### config.mk
export PLATFORM = sky130hd
export DESIGN_NAME = length_prefixed_message_deframer
export DESIGN_NICKNAME = d
export VERILOG_FILES = /design/src/hdl/lpmd_pkg.sv /design/src/hdl/lpmd_parse.sv /design/src/hdl/lpmd_outreg.sv /design/src/hdl/length_prefixed_message_deframer.sv
export SDC_FILE = /design/constraint.sdc
export NUM_CORES = 1
export LEC_CHECK = 0
export BUFFER_PORTS_ARGS = -buffer_cell sky130_fd_sc_hd__buf_2
export CAP_MARGIN = 20
export CORE_MARGIN = 5
export CORE_UTILIZATION = 50
export CTS_CLUSTER_DIAMETER = 40
export CTS_CLUSTER_SIZE = 14
export DETAILED_ROUTE_END_ITERATION = 7
export PLACE_DENSITY = 0.69
export SKIP_LAST_GASP = 1
export SYNTH_ARGS = -nofsm -noshare
export SYNTH_HDL_FRONTEND = slang
export SYNTH_HIERARCHICAL = 1
export SYNTH_SLANG_ARGS = --single-unit
### constraint.sdc
create_clock -name i_clk -period 9.2 [get_ports i_clk]
set_input_delay 0 -clock i_clk [delete_from_list [all_inputs] [get_ports i_clk]]
set_output_delay 0 -clock i_clk [all_outputs]
set_load 0.05 [all_outputs]
### src/hdl/lpmd_pkg.sv
// ----------------------------------------------------------------------------
// lpmd_pkg
// Shared types and constants for the length-prefixed message deframer.
// ----------------------------------------------------------------------------
package lpmd_pkg;

    // header geometry
    localparam int unsigned HDR_LEN = 12;
    localparam int unsigned HC_W    = 4;

    // result status codes
    localparam logic [1:0] ST_HEADER  = 2'd0;
    localparam logic [1:0] ST_PAYLOAD = 2'd1;
    localparam logic [1:0] ST_REJECT  = 2'd2;

    // one result beat
    typedef struct packed {
        logic [1:0]  status;
        logic [15:0] msg_type;
        logic [15:0] msg_cmd;
        logic [15:0] msg_index;
        logic [15:0] msg_total;
        logic [31:0] msg_length;
        logic [7:0]  payload_byte;
        logic        last;
    } t_result;

endpackage

### src/hdl/lpmd_parse.sv
// ----------------------------------------------------------------------------
// lpmd_parse
// Header collection and payload counting; forms at most one result per input beat.
// ----------------------------------------------------------------------------
module lpmd_parse (
    input  logic                 i_clk,
    input  logic                 i_rst_n,
    input  logic [31:0]          i_max_len,
    input  logic                 i_beat,
    input  logic [7:0]           i_data_byte,
    input  logic                 i_resync,
    output logic                 o_res_valid,
    output lpmd_pkg::t_result    o_res
);

    localparam logic [lpmd_pkg::HC_W-1:0] HC_LAST = lpmd_pkg::HC_W'(lpmd_pkg::HDR_LEN - 1);
    localparam logic [lpmd_pkg::HC_W-1:0] HC_END  = lpmd_pkg::HC_W'(lpmd_pkg::HDR_LEN);

    logic                        r_in_payload, n_in_payload;
    logic [lpmd_pkg::HC_W-1:0]   r_hdr_cnt, n_hdr_cnt;
    logic [31:0]                 r_remain, n_remain;
    logic [7:0]                  r_hdr [lpmd_pkg::HDR_LEN];

    logic [lpmd_pkg::HC_W-1:0]   wr_idx;
    logic [31:0]                 new_len;
    logic [31:0]                 stored_len;

    // write slot, restarting on an out-of-range count
    assign wr_idx = (r_hdr_cnt >= HC_END) ? '0 : r_hdr_cnt;

    // length of a header completing with this beat, last byte from the input
    assign new_len    = {r_hdr[8], r_hdr[9], r_hdr[10], i_data_byte};
    assign stored_len = {r_hdr[8], r_hdr[9], r_hdr[10], r_hdr[11]};

    // next state and result
    always_comb begin
        n_in_payload = r_in_payload;
        n_hdr_cnt    = r_hdr_cnt;
        n_remain     = r_remain;
        o_res_valid  = 1'b0;
        o_res        = '0;
        if (i_beat) begin
            if (i_resync) begin
                n_in_payload = 1'b0;
                n_hdr_cnt    = '0;
                n_remain     = '0;
            end else if (!r_in_payload) begin
                n_hdr_cnt = wr_idx + 1'b1;
                if (wr_idx == HC_LAST) begin
                    o_res_valid      = 1'b1;
                    o_res.msg_type   = {r_hdr[0], r_hdr[1]};
                    o_res.msg_cmd    = {r_hdr[2], r_hdr[3]};
                    o_res.msg_index  = {r_hdr[4], r_hdr[5]};
                    o_res.msg_total  = {r_hdr[6], r_hdr[7]};
                    o_res.msg_length = new_len;
                    n_hdr_cnt        = '0;
                    if (new_len > i_max_len) begin
                        o_res.status = lpmd_pkg::ST_REJECT;
                        n_remain     = '0;
                    end else if (new_len == '0) begin
                        o_res.status = lpmd_pkg::ST_HEADER;
                        o_res.last   = 1'b1;
                        n_remain     = '0;
                    end else begin
                        o_res.status = lpmd_pkg::ST_HEADER;
                        n_in_payload = 1'b1;
                        n_remain     = new_len;
                    end
                end
            end else begin
                o_res_valid        = 1'b1;
                o_res.status       = lpmd_pkg::ST_PAYLOAD;
                o_res.msg_length   = stored_len;
                o_res.payload_byte = i_data_byte;
                if (r_remain <= 32'd1) begin
                    o_res.last   = 1'b1;
                    n_in_payload = 1'b0;
                    n_hdr_cnt    = '0;
                    n_remain     = '0;
                end else begin
                    n_remain = r_remain - 32'd1;
                end
            end
        end
    end

    // control state
    always_ff @(posedge i_clk) begin
        if (!i_rst_n) begin
            r_in_payload <= 1'b0;
            r_hdr_cnt    <= '0;
            r_remain     <= '0;
        end else begin
            r_in_payload <= n_in_payload;
            r_hdr_cnt    <= n_hdr_cnt;
            r_remain     <= n_remain;
        end
    end

    // header byte store, written while hunting
    always_ff @(posedge i_clk) begin
        if (i_beat && !i_resync && !r_in_payload) begin
            r_hdr[wr_idx] <= i_data_byte;
        end
    end

endmodule

### src/hdl/lpmd_outreg.sv
// ----------------------------------------------------------------------------
// lpmd_outreg
// Result register with a skid stage; ready toward the parser is registered.
// ----------------------------------------------------------------------------
module lpmd_outreg (
    input  logic               i_clk,
    input  logic               i_rst_n,
    input  logic               i_res_valid,
    input  lpmd_pkg::t_result  i_res,
    output logic               o_space,
    output logic               o_valid,
    input  logic               i_ready,
    output lpmd_pkg::t_result  o_res
);

    logic               r_out_valid;
    logic               r_skid_valid;
    lpmd_pkg::t_result  r_out;
    lpmd_pkg::t_result  r_skid;
    logic               out_free;

    assign out_free = !r_out_valid || i_ready;
    assign o_space  = !r_skid_valid;
    assign o_valid  = r_out_valid;
    assign o_res    = r_out;

    // valid flags
    always_ff @(posedge i_clk) begin
        if (!i_rst_n) begin
            r_out_valid  <= 1'b0;
            r_skid_valid <= 1'b0;
        end else if (out_free) begin
            r_out_valid  <= r_skid_valid || i_res_valid;
            r_skid_valid <= 1'b0;
        end else if (i_res_valid) begin
            r_skid_valid <= 1'b1;
        end
    end

    // payload
    always_ff @(posedge i_clk) begin
        if (out_free) begin
            r_out <= r_skid_valid ? r_skid : i_res;
        end else if (i_res_valid) begin
            r_skid <= i_res;
        end
    end

endmodule

### src/hdl/length_prefixed_message_deframer.sv
// ----------------------------------------------------------------------------
// length_prefixed_message_deframer
// Splits a byte stream into 12-byte big-endian headers and counted payloads.
// ----------------------------------------------------------------------------
// Input channel (i_valid/o_ready) carries one stream byte per beat plus a
// resync flag that drops the byte and restarts header hunting. The output
// channel (o_valid/i_ready) carries one result per header or payload byte:
// status 0 header accepted, 1 payload byte, 2 header rejected because its
// length exceeds max_payload_length; last marks the final payload byte or
// the header of an empty message. Header bytes and resync beats give no
// result. i_cfg_we writes max_payload_length (reset value 65535); the user
// must use it only while the block is idle, which the block does not enforce.
// Each result is held in the output register (or the skid stage) until taken.
// Throughput: one byte per cycle while o_ready is high; the parser's next
// state and result come from one pass of counter update and 32-bit compare.
// While the receiver stalls, results collect in the output register and a
// one-entry skid stage; o_ready drops only once both are full.
// Reset (synchronous, active low) returns the parser to header hunting and
// empties the output stages.
// ----------------------------------------------------------------------------
module length_prefixed_message_deframer #(
    parameter logic [31:0] MAX_LEN_RESET = 32'd65535
) (
    input  logic        i_clk,
    input  logic        i_rst_n,
    input  logic        i_cfg_we,
    input  logic [31:0] i_cfg_wdata,
    input  logic        i_valid,
    output logic        o_ready,
    input  logic [7:0]  i_data_byte,
    input  logic        i_resync,
    output logic        o_valid,
    input  logic        i_ready,
    output logic [1:0]  o_status,
    output logic [15:0] o_msg_type,
    output logic [15:0] o_msg_cmd,
    output logic [15:0] o_msg_index,
    output logic [15:0] o_msg_total,
    output logic [31:0] o_msg_length,
    output logic [7:0]  o_payload_byte,
    output logic        o_last
);

    logic [31:0]        r_max_len;
    logic               beat;
    logic               res_valid;
    lpmd_pkg::t_result  res;
    lpmd_pkg::t_result  out_res;

    // configuration register
    always_ff @(posedge i_clk) begin
        if (!i_rst_n) begin
            r_max_len <= MAX_LEN_RESET;
        end else if (i_cfg_we) begin
            r_max_len <= i_cfg_wdata;
        end
    end

    assign beat = i_valid && o_ready;

    lpmd_parse u_parse (
        .i_clk       (i_clk),
        .i_rst_n     (i_rst_n),
        .i_max_len   (r_max_len),
        .i_beat      (beat),
        .i_data_byte (i_data_byte),
        .i_resync    (i_resync),
        .o_res_valid (res_valid),
        .o_res       (res)
    );

    lpmd_outreg u_outreg (
        .i_clk       (i_clk),
        .i_rst_n     (i_rst_n),
        .i_res_valid (res_valid),
        .i_res       (res),
        .o_space     (o_ready),
        .o_valid     (o_valid),
        .i_ready     (i_ready),
        .o_res       (out_res)
    );

    assign o_status       = out_res.status;
    assign o_msg_type     = out_res.msg_type;
    assign o_msg_cmd      = out_res.msg_cmd;
    assign o_msg_index    = out_res.msg_index;
    assign o_msg_total    = out_res.msg_total;
    assign o_msg_length   = out_res.msg_length;
    assign o_payload_byte = out_res.payload_byte;
    assign o_last         = out_res.last;

endmodule

-- Yosys cells after proc, flatten, opt, wreduce, memory -nomap -nowiden
Memories as Yosys holds them, arrays and structs flattened.
Index checks and enable logic that the tools add are counted.
- memory bits (writable): 96
- word-level logic and storage cells: 84
- memories: 1
- register bits: 285
- reductions and logical operators: 15
- $lt $le $gt $ge: 3
- eq/ne operators: 2
- mux-type cells: 37
- add/sub/neg operators: 2
- bitwise logic cells: 2
- memories (name ; words ; width ; rd ports ; clocked after Yosys merged registers in ; wr ports ; RTL line ; RTL):
    u_parse.r_hdr ; 12 ; 8 ; 12 ; 0 ; 1 ; lpmd_parse.sv:22 ; logic [7:0] r_hdr [lpmd_pkg::HDR_LEN];
- operators by type and width (kind ; count):
    2-to-1 mux 107 bit ; 3
    2-to-1 mux 32 bit ; 7
    2-to-1 mux 98 bit ; 1
    2-to-1 mux 64 bit ; 1
    > comparator 32 bit ; 1
    less-or-equal comparator 32 x 1 -> 1 bit (second input constant) ; 1
    zero test 32 bit ; 1
    subtractor 32 x 1 -> 32 bit (second input constant) ; 1
    2-to-1 mux 4 bit ; 5
    2-to-1 mux 1 bit ; 17
    2-to-1 mux 8 bit ; 1
    AND reduction 2 bit ; 3
    adder 4 x 1 -> 4 bit (second input constant) ; 1
    equality test 4 bit (second input constant) ; 1
    greater-or-equal comparator 4 bit (second input constant) ; 1
    zero test 1 bit ; 4
    2-to-1 mux 2 bit ; 2
    logical AND 1 bit ; 3
    != test 3 bit (second input constant) ; 1
    nonzero test 3 bit ; 1
    logical OR 1 bit ; 2
    inverter 1 bit ; 2
    OR reduction 2 bit ; 1

-- Depth between registers and ports, before layout
Gate-level depths: netlist (run 1).
- depth after elaboration: 8
- mapped depth: 12
- gate-level depth less buffers: 10

-- Modules after synthesis
Netlist (run 1), hierarchy kept.
- modules (own cells, without submodules) (module ; area an instance (um^2) ; times used ; cells an instance ; sequential area each (um^2)):
    lpmd_outreg ; 7827.5 ; 1 ; 342 ; 6466.2
    lpmd_parse ; 6980.4 ; 1 ; 673 ; 3623.5
    length_prefixed_message_deframer ; 1201.2 ; 1 ; 104 ; 640.6

-- Worst setup path before layout (run 1)
OpenSTA, ideal clock, no wires.
- kind: register to register
- start point: register u_outreg.r_out_valid, in the netlist u_outreg/o_valid
- end point: register u_outreg/r_skid[0] in the netlist's numbering, enable pin
- setup slack: 649 ps
- stages on the path, launching flop included: 3
- period minus slack after synthesis: 8551 ps
- data required time: 8627 ps
- library setup time: 573 ps
- data arrival time: 7978 ps
- cells stage by stage: dfxtp_1 -> nand2b_1 -> nor2_1
- word-level cells in the longest chain between the ends: 4
- RTL lines (element ; RTL line ; RTL):
    start, declared ; lpmd_outreg.sv:16 ; logic r_out_valid;
    start signal, assigned ; lpmd_outreg.sv:33 ; r_out_valid <= r_skid_valid || i_res_valid;
    zero test 1 bit ; lpmd_outreg.sv:22 ; assign out_free = !r_out_valid || i_ready;
    logical OR 1 bit ; lpmd_outreg.sv:22 ;
    via u_outreg.out_free ; lpmd_outreg.sv:20 ; logic out_free;
    inverter 1 bit (no source line) ; n/a ;
    AND reduction 2 bit (no source line) ; n/a ;
    end signal, assigned ; lpmd_outreg.sv:45 ; r_skid <= i_res;
    end, declared ; lpmd_outreg.sv:19 ; lpmd_pkg::t_result r_skid;
The timed path passes the listed nets, and every way through them passes these cells.
A chain may end at the register's enable or synchronous reset.

-- Final worst setup path (run 1)
- start point: register u_parse/r_hdr_cnt[2] in the netlist's numbering
- end point: register u_outreg/r_skid[21] in the netlist's numbering, enable pin
- word-level cells in the longest chain between the ends: 8
- RTL lines (element ; RTL line ; RTL):
    start, declared ; lpmd_parse.sv:20 ; logic [lpmd_pkg::HC_W-1:0] r_hdr_cnt, n_hdr_cnt;
    start signal, assigned ; lpmd_parse.sv:95 ; r_hdr_cnt <= n_hdr_cnt;
    greater-or-equal comparator 4 bit ; lpmd_parse.sv:29 ; assign wr_idx = (r_hdr_cnt >= HC_END) ? '0 : r_hdr_cnt;
    2-to-1 mux 4 bit * ; lpmd_parse.sv:29 ;
    equality test 4 bit * ; lpmd_parse.sv:49 ; if (wr_idx == HC_LAST) begin
    2-to-1 mux 1 bit * ; lpmd_parse.sv:49 ;
    2-to-1 mux 1 bit * ; lpmd_parse.sv:47 ; end else if (!r_in_payload) begin
    2-to-1 mux 1 bit * ; lpmd_parse.sv:43 ; if (i_resync) begin
    2-to-1 mux 1 bit * ; lpmd_parse.sv:42 ; if (i_beat) begin
    via res_valid ; length_prefixed_message_deframer.sv:46 ; logic res_valid;
    AND reduction 2 bit (no source line) * ; n/a ;
Mark *: on every way through the listed nets, which the timed path passes. The rest lies on a longest branch.

==> results.toml, run 1 <==
[run_status]
status = "finished, final reports clean"

[setup_path]
worst-path-buf-inv = 2
startpoint_type = "flip-flop"
cp_slowest_cell = "nor2_4"
worst_ep_required_time_ns = 9.36
cp_top_family = "simple AND/OR/NAND/NOR gates"
crit_chain = "ha_1 > nor2b_1 > ha_1 > nand2_1 > a21oi_2 > inv_1 > nor2_4 > buf_4"
end_kind = "flip-flop"
crit_fanout = 71
arrival_ns = 4.61
cpPeakStageDelay_ns = 0.89
path_common_cell = "ha_1"
r2r_start = "u_parse/r_hdr_cnt[2]$_SDFFE_PN0P_"
crit_type = "reg2reg"
crit_start = "u_parse/r_hdr_cnt[2]$_SDFFE_PN0P_"

[sta]
fin_skew_ns = 0.0132
worst_slew_pin_slew_ns = 1.09
hold_ws_ns = 0.0256
fin_ws_ns = 4.75
rsz0062_at_grt = "false"
hold_viol_final = 0
finalSetupTns_ns = 0
max_slew_margin_pct = 27.0
period_share_pct = 48.4
finalCriticalPeriod_ns = 4.45
max_freq_ghz = 0.224
finalSetupViolCount = 0
drv_slew = 0

[detailed_routing]
wl_per_cell_um = 19.2
postRouteAntennaNets = 0
drt_pass1_iterations = 5
drc = 0
vias = 9429
drtIter0Drc = 774
wl_um = 33700
vias_per_cell = 5.37

[placed_design]
hpwlAfterDp_um = 21100
port_buffers = 154
dpl_worst_slack_ns = 4.80
globalplace.congestion = 0.855
post_dp_cell_area_um2 = 17100

[logic_synthesis]
syn_area_um2 = 16000
synth_cell_types = 57
synth_warnings = 6
synth_edf_count = 310
synth_ff_type = "edfxtp_1"
syn_area_per_cell_um2 = 14.3
synth_seq_cells = 381
synthCells = 1119
yosysTopAreaCell = "edfxtp_1"
async_flop_share_pct = 0
ys_seq_area_share_pct = 67.0
synthTopCellsByArea = "edfxtp_1, dfxtp_1, mux2_2"
yosys.area.top_type_share_pct = 58.1
synth.net_count = 1208

[floorplanning]
io_pins = 155
die_area_um2 = 35700
num_rows = 65
core-area_um2 = 31600
start_util_pct = 50.7
dieHeight_um = 189
fp.dieW_um = 189

[grt]
overflow = 0
grt_max_degree = 82
grt_pass1_wl_um = 52900
grt_pass1_vias = 9513
grt_usage_pct = 18.6
antenna_found_initial = 1

[cts]
cts_sinks = 381
clkTransAtPathRegs_ns = 0.06
cts_made_buffers = 43
cts_tree = "done"
clock_path_buffers = 3
insertion_delay_ns = 0.53
root_buffer = "clkbuf_16"
post_cts_buffers = 0
htree_num_levels = 2

[power]
powerDensity_nw_per_um2 = 202
vdd_drop_max_v = 0.000140
leakage_nw = 7.70

[cells_and_area]
register_area_um2 = 10700
nets = 1408
multiInputGateArea_um2 = 4850
drive_gt1_share_pct = 26.7
design_area_um2 = 19000
n_fill_cell = 2434
syn2layout_area_growth_pct = 18.8

[job]
drv_cap = 0

[worst_hold_path]
hold_class = "in2reg"
hold_start = "i_valid"
[flip-flops by register name, indices dropped and copies added (netlist names)]
name,count
r_max_len,32
u_outreg/o_res,107
u_outreg/o_valid,1
u_outreg/r_skid,107
u_outreg/r_skid_valid,1
u_parse/r_hdr,96
u_parse/r_hdr_cnt,4
u_parse/r_in_payload,1
u_parse/r_remain,32
[final cells by class]
class	count	share of cell area, %
multi-input combinational	642	25.5
sequential	381	56.5
clock buffer	48	5.87
antenna	1	0.0132
tap	402	2.65
timing repair buffer	206	6.73
inverter	45	0.888
clock inverter	32	1.90
[final timing paths]
| kind | endpoint | depth (start not counted) | slack (ns) |
|---|---|---|---|
| setup / recovery | u_outreg/r_skid[21]$_DFFE_PP_ | 8 | 4.75 |
| setup reg to reg | u_outreg/r_skid[21]$_DFFE_PP_ | 8 | 4.75 |
| hold reg to reg | u_parse/r_hdr_cnt[0]$_SDFFE_PN0P_ | 2 | 0.45 |
| hold / removal | u_parse/r_in_payload$_SDFFE_PN0P_ | 4 | 0.03 |
[cells in the mapped netlist (all sizes together), types with 3 or more instances]
cell type and count:
xor2 18, a21boi 4, nand2 42, mux2i 32, or3 4, inv 45, a21oi 49, buf 20
dfxtp 71, nand3 12, nand4b 3, nor2b 22, nand4 11, or4 5, xnor2 11, nor2 48
nor4 21, clkbuf 31, nand3b 3, ha 43, mux2 107, nand2b 4, and2 99, nor3 6
edfxtp 310, and3 10, o21ai 63, a22o 8
[worst reg2reg max path: stages (launching register included)]
cell and delay, ns:
dfxtp_1 0.34, ha_1 0.23, nor2b_1 0.31, ha_1 0.26, nand2_1 0.16, a21oi_2 0.73, inv_1 0.19, nor2_4 0.89
buf_4 0.88
[cells in the final DEF, fill, tap and decap left out, drive strengths merged, types with 5 or more instances in the layout]
cell type    netlist  layout
clkinv             0      17
nand4             11      11
edfxtp           310     310
mux2             107     107
xnor2             11      11
o21ai             63      63
or4                5       5
dfxtp             71      71
and2              99      99
a22o               8       8
ha                43      43
clkbuf            31      48
nand3             12      12
inv               45      52
nor4              21      21
a21oi             49      49
nor2              48      48
nor2b             22      22
nor3               6       6
buf               20     164
mux2i             32      32
and3              10      10
dlygate4sd3        0      42
nand2             42      42
bufinv             0       5
xor2              18      18
[cell families after synthesis]
logic type / after synthesis / synth area share [%]
AOI/OAI and AO/OA: 137 / 4.80
buffers and inverters: 96 / 2.83
DFF: 381 / 67.0
adders and majority gates: 43 / 3.36
xor gates and xnor gates: 29 / 1.59
muxes: 139 / 9.71
and+or+nand+nor: 294 / 10.7
[layer usage]
| metal | routed length [um] | global-route usage [%] | share of wire, % |
|---|---|---|---|
| met1 | 14600 | 25.3 | 43 |
| met2 | 16400 | 30.9 | 49 |
| met3 | 1970 | 3.91 | 5.9 |
| met4 | 650 | 4.57 | 1.9 |
| met5 | 0 | 0 | 0 |
[stage by stage]
step           utilization [%]  power, mW  std cells
4_1_cts                   60.2       3.88       1754
6_report                  60.3       3.85       1757
3_5_place_dp              54.2       2.13       1633
5_1_grt                   60.3       3.99       1757
3_3_place_gp              54.2       2.13       1633
2_1_floorplan                -       2.07       1119
[repair_timing]
action,in CTS,in global routing
hold endpoints to repair,146,12
resized for setup,0,0
hold buffers,41,1
[power by group]
part	internal [mW]	total, mW	switching [mW]
clock network	1.04	1.73	0.698
registers	1.88	1.90	0.0203
logic	0.0826	0.217	0.134
total	2.99	3.85	0.852
Note: power is estimated with default switching activity, not from simulation.
==> inputs of run 2 (changes only) <==
==> constraint.sdc (replaced) <==
create_clock -name i_clk -period 4.6 [get_ports i_clk]
set_input_delay 0 -clock i_clk [delete_from_list [all_inputs] [get_ports i_clk]]
set_output_delay 0 -clock i_clk [all_outputs]
set_load 0.05 [all_outputs]
==> results.toml, run 2 (synthesis gave the netlist of run 1 again) <==
[floorplanning]
start_util_pct = 50.7
die_area_um2 = 35700
core-area_um2 = 31600
fp.dieW_um = 189
io_pins = 155
dieHeight_um = 189
num_rows = 65

[cts]
cts_sinks = 381
post_cts_buffers = 0
clkTransAtPathRegs_ns = 0.06
root_buffer = "clkbuf_16"
htree_num_levels = 2
clock_path_buffers = 3
cts_tree = "done"
cts_resized = 0
insertion_delay_ns = 0.54
cts_hold_buf = 37
cts_made_buffers = 45

[power]
power.total_mw = 7.66
leakage_nw = 7.72
powerDensity_nw_per_um2 = 403
vdd_drop_max_v = 0.000292

[detailed_routing]
wl_um = 34800
drtIter0Drc = 657
postRouteAntennaNets = 0
vias_per_cell = 5.36
drt_pass1_iterations = 5
vias = 9434
wl_per_cell_um = 19.7
drc = 0

[placed_design]
hpwlAfterDp_um = 21900
dpl_worst_slack_ns = 1.46
globalplace.congestion = 0.836
port_buffers = 154

[setup_path]
startpoint_type = "flip-flop"
crit_fanout = 4
arrival_ns = 3.43
end_kind = "flip-flop"
crit_type = "reg2reg"
worst_ep_required_time_ns = 4.89

[worst_hold_path]
hold_class = "in2reg"

[sta]
finalSetupViolCount = 0
finalCriticalPeriod_ns = 3.14
worst_slew_pin_slew_ns = 0.978
max_freq_ghz = 0.318
finalSetupTns_ns = 0
hold_viol_final = 0
fin_skew_ns = 0.0233
hold_ws_ns = 0.0201
rsz0062_at_grt = "false"
drv_slew = 0
max_slew_margin_pct = 34.8
period_share_pct = 68.3
fin_ws_ns = 1.46

[grt]
grt_pass1_wl_um = 54200
grt_usage_pct = 19.3
overflow = 0
grt_pass1_vias = 9449
grt_max_degree = 78
antenna_found_initial = 2

[cells_and_area]
final_cell_mix = "edfxtp_1, buf_2, mux2_2"
final_common_cell = "edfxtp_1"
n_fill_cell = 2442
n_antenna_cell = 0
syn2layout_area_growth_pct = 18.8
nets = 1412
drive_gt1_share_pct = 27.0

[job]
drv_cap = 0

[run_status]
status = "finished, final reports clean"
-- run 2: cell type report --
type / instances / area [um^2] / area share (%)
flip-flops and latches: 381 / 10700 / 56.5
multi-input cells: 642 / 4850 / 25.5
repair buffers: 208 / 1290 / 6.80
clock buffers: 53 / 1190 / 6.25
well taps: 402 / 503 / 2.65
clock inverters: 30 / 279 / 1.47
inverters: 45 / 169 / 0.888
-- run 2: worst max-delay path, cell delays in order (launching register included) --
cell	delay, ns
edfxtp_1	0.52
ha_1	0.38
nand4_1	0.19
nor4_1	0.69
a211o_1	0.23
o22ai_1	0.17
nor2_1	0.29
nor4_1	0.14
mux2_2	0.30
-- run 2: layer usage --
layer	up-vias	global-route usage [%]	share of wire [%]
li1	4530	-	-
met1	4556	26.7	44
met2	291	31.6	47
met3	55	3.78	6.2
met4	2	4.93	2.1
met5	-	0	0.052
-- run 2: per-stage QoR --
step           util [%]  instances  instance area, um^2
6_report           60.3       1761                19000
4_1_cts            60.3       1761                19000
5_1_grt            60.3       1761                19000
2_1_floorplan         -       1119                16000
3_5_place_dp       54.4       1641                17200
3_3_place_gp       54.4       1641                17200
-- run 2: path summary, 6_finish.rpt --
| path | slack (ns) | depth (start not counted) | to | start |
|---|---|---|---|---|
| max | 1.46 | 8 | u_outreg/o_res[106]$_DFFE_PP_ | u_parse/r_hdr[10][6]$_DFFE_PP_ |
| min | 0.02 | 3 | r_max_len[15]$_SDFFE_PN1P_ | i_rst_n |
| max reg2reg | 1.46 | 8 | u_outreg/o_res[106]$_DFFE_PP_ | u_parse/r_hdr[10][6]$_DFFE_PP_ |
| min reg2reg | 0.45 | 2 | u_parse/r_hdr_cnt[0]$_SDFFE_PN0P_ | u_parse/r_hdr_cnt[0]$_SDFFE_PN0P_ |
-- run 2: power by group --
part	internal (mW)	total (mW)	switching, mW	leakage (nW)
logic	0.163	0.436	0.272	3.32
registers	3.75	3.79	0.0411	3.68
clock network	2.00	3.43	1.43	0.710
